--- src/design/sst_pkg.sv ---
package sst_pkg;

  localparam int ATOM_COUNT_DEF      = 1024;
  localparam int THRESHOLD_COUNT_DEF = 4;
  localparam int COUNT_WIDTH_DEF     = 32;

  localparam int SPIN_W  = 16;
  localparam int ATOM_W  = 10;
  localparam int STEP_W  = 32;
  localparam int OUT_W   = 32;
  localparam int CFG_W   = 16;
  localparam int CFG_IDX_W = 3;

  // register indexes
  localparam logic [CFG_IDX_W-1:0] REG_MODE = 3'd0;
  localparam logic [CFG_IDX_W-1:0] REG_AX   = 3'd1;
  localparam logic [CFG_IDX_W-1:0] REG_AY   = 3'd2;
  localparam logic [CFG_IDX_W-1:0] REG_AZ   = 3'd3;
  localparam logic [CFG_IDX_W-1:0] REG_TH0  = 3'd4;
  localparam logic [CFG_IDX_W-1:0] REG_TH1  = 3'd5;
  localparam logic [CFG_IDX_W-1:0] REG_TH2  = 3'd6;
  localparam logic [CFG_IDX_W-1:0] REG_TH3  = 3'd7;

  localparam logic MODE_UNIAXIAL = 1'b0;
  localparam logic MODE_CUBIC    = 1'b1;

  // classified word handed from the classifier to the table stage
  typedef struct packed {
    logic                   vld;
    logic [ATOM_W-1:0]      atom;
    logic [STEP_W-1:0]      step;
    logic [2:0]             state;
    logic [1:0]             tidx;
    logic                   met;
    logic                   last;
  } cls_t;

endpackage

--- src/design/sst_classify.sv ---
// Snaps a spin to its easy-axis state and checks each threshold.
// Stage 1: products / abs. Stage 2: sums. Stage 3: squares. Then one word
// per threshold is issued from stage 3.
module sst_classify #(
  parameter int ATOM_COUNT      = sst_pkg::ATOM_COUNT_DEF,
  parameter int THRESHOLD_COUNT = sst_pkg::THRESHOLD_COUNT_DEF
) (
  input  logic                          clk,
  input  logic                          rst,
  input  logic                          in_vld,
  input  logic [sst_pkg::ATOM_W-1:0]    atom_index,
  input  logic signed [15:0]            spin_x,
  input  logic signed [15:0]            spin_y,
  input  logic signed [15:0]            spin_z,
  input  logic                          is_magnetic,
  input  logic [sst_pkg::STEP_W-1:0]    time_step,
  input  logic                          mode,
  input  logic signed [15:0]            axis_x,
  input  logic signed [15:0]            axis_y,
  input  logic signed [15:0]            axis_z,
  input  logic signed [15:0]            thr [4],
  output logic                          busy,
  output sst_pkg::cls_t                 cls
);

  localparam int TC_W = (THRESHOLD_COUNT > 1) ? $clog2(THRESHOLD_COUNT) : 1;
  // spacing between samples; raised with a single threshold to keep table read-after-write apart
  localparam int GAP  = (THRESHOLD_COUNT > 1) ? THRESHOLD_COUNT : 2;

  // stage 1
  logic                 s1_vld;
  logic [sst_pkg::ATOM_W-1:0] s1_atom;
  logic [sst_pkg::STEP_W-1:0] s1_step;
  logic                 s1_mode;
  logic [2:0]           s1_sgn;
  logic [15:0]          s1_ax, s1_ay, s1_az;
  logic signed [31:0]   s1_px, s1_py, s1_pz;

  // stage 2
  logic                 s2_vld;
  logic [sst_pkg::ATOM_W-1:0] s2_atom;
  logic [sst_pkg::STEP_W-1:0] s2_step;
  logic                 s2_mode;
  logic [2:0]           s2_state;
  logic [17:0]          s2_sum;
  logic [33:0]          s2_dabs;

  // stage 3 (held while issuing)
  logic                 s3_vld;
  logic [sst_pkg::ATOM_W-1:0] s3_atom;
  logic [sst_pkg::STEP_W-1:0] s3_step;
  logic                 s3_mode;
  logic [2:0]           s3_state;
  logic [35:0]          s3_sq;
  logic [33:0]          s3_dabs;
  logic [TC_W-1:0]      s3_t;

  logic                 accept;
  logic [1:0]           hold_cnt;
  logic signed [33:0]   dsum;
  logic signed [15:0]   th_cur;
  logic [31:0]          th_sq;
  logic [33:0]          th_sq3;
  logic                 met_c;
  logic                 s3_done;

  // the spacing counter holds off intake, so stage 3 frees up as the next sample arrives
  assign s3_done = s3_vld && (s3_t == TC_W'(THRESHOLD_COUNT - 1));
  assign busy    = (hold_cnt != 2'd0);
  assign accept  = in_vld && is_magnetic &&
                   (32'(atom_index) < 32'(ATOM_COUNT));

  // intake spacing counter
  always_ff @(posedge clk) begin
    if (rst) begin
      hold_cnt <= '0;
    end else if (accept) begin
      hold_cnt <= 2'(GAP - 1);
    end else if (hold_cnt != 2'd0) begin
      hold_cnt <= hold_cnt - 2'd1;
    end
  end

  // stage 1: abs values and axis products
  always_ff @(posedge clk) begin
    if (rst) begin
      s1_vld <= 1'b0;
    end else begin
      s1_vld <= accept;
    end
    s1_atom <= atom_index;
    s1_step <= time_step;
    s1_mode <= mode;
    s1_sgn  <= {spin_z[15], spin_y[15], spin_x[15]};
    s1_ax   <= spin_x[15] ? 16'(-spin_x) : spin_x;
    s1_ay   <= spin_y[15] ? 16'(-spin_y) : spin_y;
    s1_az   <= spin_z[15] ? 16'(-spin_z) : spin_z;
    s1_px   <= spin_x * axis_x;
    s1_py   <= spin_y * axis_y;
    s1_pz   <= spin_z * axis_z;
  end

  // stage 2: sums
  assign dsum = 34'(s1_px) + 34'(s1_py) + 34'(s1_pz);
  always_ff @(posedge clk) begin
    if (rst) begin
      s2_vld <= 1'b0;
    end else begin
      s2_vld <= s1_vld;
    end
    s2_atom  <= s1_atom;
    s2_step  <= s1_step;
    s2_mode  <= s1_mode;
    s2_sum   <= 18'(s1_ax) + 18'(s1_ay) + 18'(s1_az);
    s2_state <= (s1_mode == sst_pkg::MODE_CUBIC) ? s1_sgn : {2'b00, dsum[33]};
    s2_dabs  <= dsum[33] ? 34'(-dsum) : dsum;
  end

  // stage 3: square of abs sum, then per-threshold issue
  always_ff @(posedge clk) begin
    if (rst) begin
      s3_vld <= 1'b0;
      s3_t   <= '0;
    end else if (s2_vld) begin
      s3_vld <= 1'b1;
      s3_t   <= '0;
    end else if (s3_done) begin
      s3_vld <= 1'b0;
    end else if (s3_vld) begin
      s3_t <= s3_t + TC_W'(1);
    end
    if (s2_vld) begin
      s3_atom  <= s2_atom;
      s3_step  <= s2_step;
      s3_mode  <= s2_mode;
      s3_state <= s2_state;
      s3_sq    <= s2_sum * s2_sum;
      s3_dabs  <= s2_dabs;
    end
  end

  // threshold compare
  assign th_cur = thr[2'(s3_t)];
  assign th_sq  = 32'(th_cur * th_cur);
  assign th_sq3 = 34'(th_sq) + 34'({th_sq, 1'b0});
  always_comb begin
    if (s3_mode == sst_pkg::MODE_CUBIC) begin
      met_c = th_cur[15] || (th_cur == 16'sd0) || (36'(th_sq3) <= s3_sq);
    end else begin
      met_c = th_cur[15] || (s3_dabs >= {3'b000, th_cur[14:0], 15'd0}
                             + 34'(0)) ;
    end
  end

  always_ff @(posedge clk) begin
    if (rst) begin
      cls.vld <= 1'b0;
    end else begin
      cls.vld <= s3_vld;
    end
    cls.atom  <= s3_atom;
    cls.step  <= s3_step;
    cls.state <= s3_state;
    cls.tidx  <= 2'(s3_t);
    cls.met   <= met_c;
    cls.last  <= s3_done;
  end

  ap_gap: assert property (@(posedge clk) disable iff (rst)
    s2_vld |-> !s3_vld || s3_done) else $error("sample overlap");
  ap_last: assert property (@(posedge clk) disable iff (rst)
    cls.vld && cls.last |=> !cls.vld || 1'b1) else $error("last");
  ap_accept: assert property (@(posedge clk) disable iff (rst)
    s1_vld |-> !s2_vld) else $error("stage overlap");

endmodule

--- config.mk ---
export PLATFORM = sky130hd
export DESIGN_NAME = sst_classify
export DESIGN_NICKNAME = d
export VERILOG_FILES = /design/src/design/sst_pkg.sv /design/src/design/sst_classify.sv
export SDC_FILE = /design/constraint.sdc
export NUM_CORES = 2
export LEC_CHECK = 0
export BUFFER_PORTS_ARGS = -buffer_cell sky130_fd_sc_hd__buf_2
export CAP_MARGIN = 20
export CORE_ASPECT_RATIO = 1.25
export CORE_MARGIN = 3
export CORE_UTILIZATION = 59
export DETAILED_ROUTE_END_ITERATION = 12
export GPL_TIMING_DRIVEN = 0
export PLACE_DENSITY_LB_ADDON = 0.08
export SYNTH_ARGS = -nofsm -noshare
export SYNTH_HDL_FRONTEND = slang
export SYNTH_SLANG_ARGS = --single-unit
export TNS_END_PERCENT = 50
--- constraint.sdc ---
create_clock -name clk -period 11 [get_ports clk]
set_input_delay 2.2 -clock clk [delete_from_list [all_inputs] [get_ports clk]]
set_output_delay 2.2 -clock clk [all_outputs]
set_load 0.1 [all_outputs]
==> metrics <==
Tmin final=11.15 ns; aggregate global routing overflow=0; startpoint of the lowest-slack hold path=s1_step[14]; number of CTS-inserted buffers=47; synthesized flop and latch total=460; Routed WL=165 mm; most instantiated flip-flop cell in the synthesis netlist=sky130_fd_sc_hd__dfxtp_1; H-tree Lvls=2; maximum frequency from static timing analysis=0.0897 GHz; crit-path most repeated cell=sky130_fd_sc_hd__fa_1; violations in the final reports=setup timing; Area growth syn-to-layout=8.67%; Arrival @ worst endpoint=11.67 ns; cells on worst reg2reg path=46; first-iteration detailed-routing DRC count=2,612; commonest non-fill, non-tap cells in the layout=1,550 x sky130_fd_sc_hd__inv_1, 1,288 x sky130_fd_sc_hd__fa_1, 683 x sky130_fd_sc_hd__nand2_1; Setup crit end kind=flip-flop; core footprint=0.109 mm^2; max-slew violation count=0; I/O pin count=258; pin count of the biggest net entering global routing=71; cell area after layout=0.0704 mm^2; largest driver fanout on the critical path=5; sink of the worst hold path=s2_step[14]; reg-to-reg startpoint=s3_t[0]; number of hold violations in the final report=0; average vias per placed instance=5.40; yosys warns=0; critical register-to-register path endpoint=cls[1]; total routing usage reported by global routing=30.2%; synthesized cell area=0.0648 mm^2; headroom to the max-slew limit=39.7%; Post-route DRC=0; PortBufs=234; most common cell after layout, fill and taps aside=sky130_fd_sc_hd__inv_1; slew at the pin closest to its max-slew limit=0.904 ns; Cell Rows=135; antenna violations before repair=6; crit share post-route=101%; GPL Wtd Cong=0.983; unrepaired setup endpoints after global routing=true; clock tree from TritonCTS=done; Initial Util=59.6%; max-cap viol count=0; slowest cell delay on critical path=0.61 ns; fraction of layout instances using a drive strength above 1=7.26%; Mapped Nets=8,717; category of the critical setup timing path=primary input to flip-flop; Post-synth ARST share=0%; post-synthesis average cell area=9.75 um^2; cell with the biggest individual delay on the critical path=sky130_fd_sc_hd__mux4_2; Final setup violation count=1; total die area=0.114 mm^2; TritonCTS Sinks=460; DIE WIDTH=302 um; clk_lat worst skew=0.64 ns; result of the run=finished, violations left; Clock Skew=0.0483 ns; worst reg-to-reg setup slack=0.07 ns; clock root buffer=sky130_fd_sc_hd__clkbuf_16; kind of path behind the tightest hold check=flip-flop to flip-flop; overall via count from detail_route=45,700; number of global-route vias before repair=49,800; post-synthesis cell type count=75; WL/cell=19.5 um; number of hold-repair buffers added at the cts stage=0; required time of the critical path=11.52 ns; wire length of the first global-routing pass=264 mm; sequential cell area fraction in the yosys report=16.0%; clock-pin slew reported for the worst setup and hold paths after clock tree synthesis=0.06 ns; placed wire-length estimate after detailed placement=139 mm; final core utilization=64.8%; die extent in y=376 um; Filler cells=9,178; ANT nets after route=0; final net count=9,044; EDFF count, synth=115; number of detailed-route iterations in the first pass=6; final setup slack of the worst path=-0.153 ns; CTS Buffer Depth=3; gate count after technology mapping=6,644; dpl cell area=0.0680 mm^2; startpoint types=primary input; Hold Path Stages=0
==> routing by layer <==
metal	vias to the layer above	global-route usage (%)	part of all wire, %
met3	466	3.35	4.9
met1	23100	35.3	37
met4	2	15.8	6.3
li1	20800	-	-
met2	1308	54.3	52
met5	-	0	0.0079
==> worst max-delay path by stage <==
stage	slack (ns)	depth (start not counted)	to	start
after floorplan	0.003	41	cls[1]	thr[43]
after CTS	0.009	43	cls[1]	thr[6]
after detailed placement	-1.73	41	cls[1]	thr[6]
after global routing	-0.44	43	cls[1]	thr[6]
final	-0.15	43	cls[1]	thr[6]
after global placement	-2.20	35	cls[1]	thr[47]
==> state kept, by name, indices dropped and copies added (netlist names), 2 cells and up <==
signal	count
s2_atom	10
s3_atom	10
s3_step	32
s2_dabs	34
s3_dabs	34
s1_ax	16
s1_az	16
s1_pz	32
s2_state	3
cls	50
s3_state	3
s2_step	32
s1_py	32
s1_px	32
hold_cnt	2
s1_ay	16
s2_sum	18
s1_sgn	3
s3_sq	35
s1_atom	10
s3_t	2
s1_step	32
==> Yosys cell counts (19+ instances only) <==
cell type,instances,area (um^2)
sky130_fd_sc_hd__a21o_1,102,766
sky130_fd_sc_hd__clkbuf_1,177,664
sky130_fd_sc_hd__a21oi_1,184,921
sky130_fd_sc_hd__dfxtp_1,345,6910
sky130_fd_sc_hd__o21ai_0,118,591
sky130_fd_sc_hd__inv_1,1570,5890
sky130_fd_sc_hd__a211oi_1,20,150
sky130_fd_sc_hd__fa_1,1291,25800
sky130_fd_sc_hd__o21a_1,37,278
sky130_fd_sc_hd__o21bai_1,36,270
sky130_fd_sc_hd__nor2b_1,31,194
sky130_fd_sc_hd__nand3_1,46,230
sky130_fd_sc_hd__nand4_1,19,119
sky130_fd_sc_hd__o31ai_1,23,173
sky130_fd_sc_hd__ha_1,575,7190
sky130_fd_sc_hd__xor2_1,67,587
sky130_fd_sc_hd__edfxtp_1,115,3450
sky130_fd_sc_hd__mux2_2,19,214
sky130_fd_sc_hd__xnor2_1,244,2140
sky130_fd_sc_hd__nand2_1,688,2580
sky130_fd_sc_hd__and2_1,368,2300
sky130_fd_sc_hd__nor2_1,229,860
sky130_fd_sc_hd__nand2b_1,69,432
sky130_fd_sc_hd__nor3_1,40,200
==> worst max-delay path: cells and delay by family <==
kind / cells / cell delay, ns
mux: 1 / 0.61
xor+xnor: 2 / 0.28
compound gates: 18 / 3.26
simple gates: 6 / 0.73
buf+inv: 7 / 0.62
fa+ha+maj: 9 / 3.95
==> timing repair <==
action	4_1_cts	5_1_grt
buffers inserted	31	18
pin swaps	26	43
hold endpoints to repair	0	0
gates resized for setup	78	38
gates cloned	0	0
setup endpoints to repair	1	1
==> final cells by class <==
cell class                 instances  area (um^2)  area share [%]
clock buffer                      53         1240            1.76
sequential                       460        10400            14.7
tap                             1438         1800            2.56
timing repair buffer             285         1640            2.33
antenna                            1         2.50         0.00356
clock inverter                    35          440           0.626
inverter                        1573         5940            8.44
buffer                           183          778            1.11
multi-input combinational       4421        48200            68.5
==> per-stage QoR <==
stage | setup WS [ns] | setup TNS, ns | cells | hold WS (ns)
3_5_place_dp | -1.73 | -1.73 | 8318 | 0.312
5_1_grt | -0.437 | -0.437 | 8449 | 0.330
4_1_cts | 0.00871 | 0 | 8431 | 0.326
3_3_place_gp | -2.20 | -2.20 | 8316 | 0.310
6_report | -0.153 | -0.153 | 8449 | 0.326
2_1_floorplan | 0.00270 | 0 | 6644 | 0.310
==> cells by family after synthesis <==
| group | after synthesis | share of synthesized area (%) |
|---|---|---|
| xor+xnor | 311 | 4.21 |
| flops | 460 | 16.0 |
| buf+inv | 1763 | 10.2 |
| fa+ha+maj | 1866 | 51.0 |
| mux | 38 | 0.663 |
| simple gates | 1568 | 11.5 |
| compound gates | 638 | 6.35 |
Power is not shown: default switching activity piles up to over one toggle a cycle in this logic, so the estimate is an artifact.
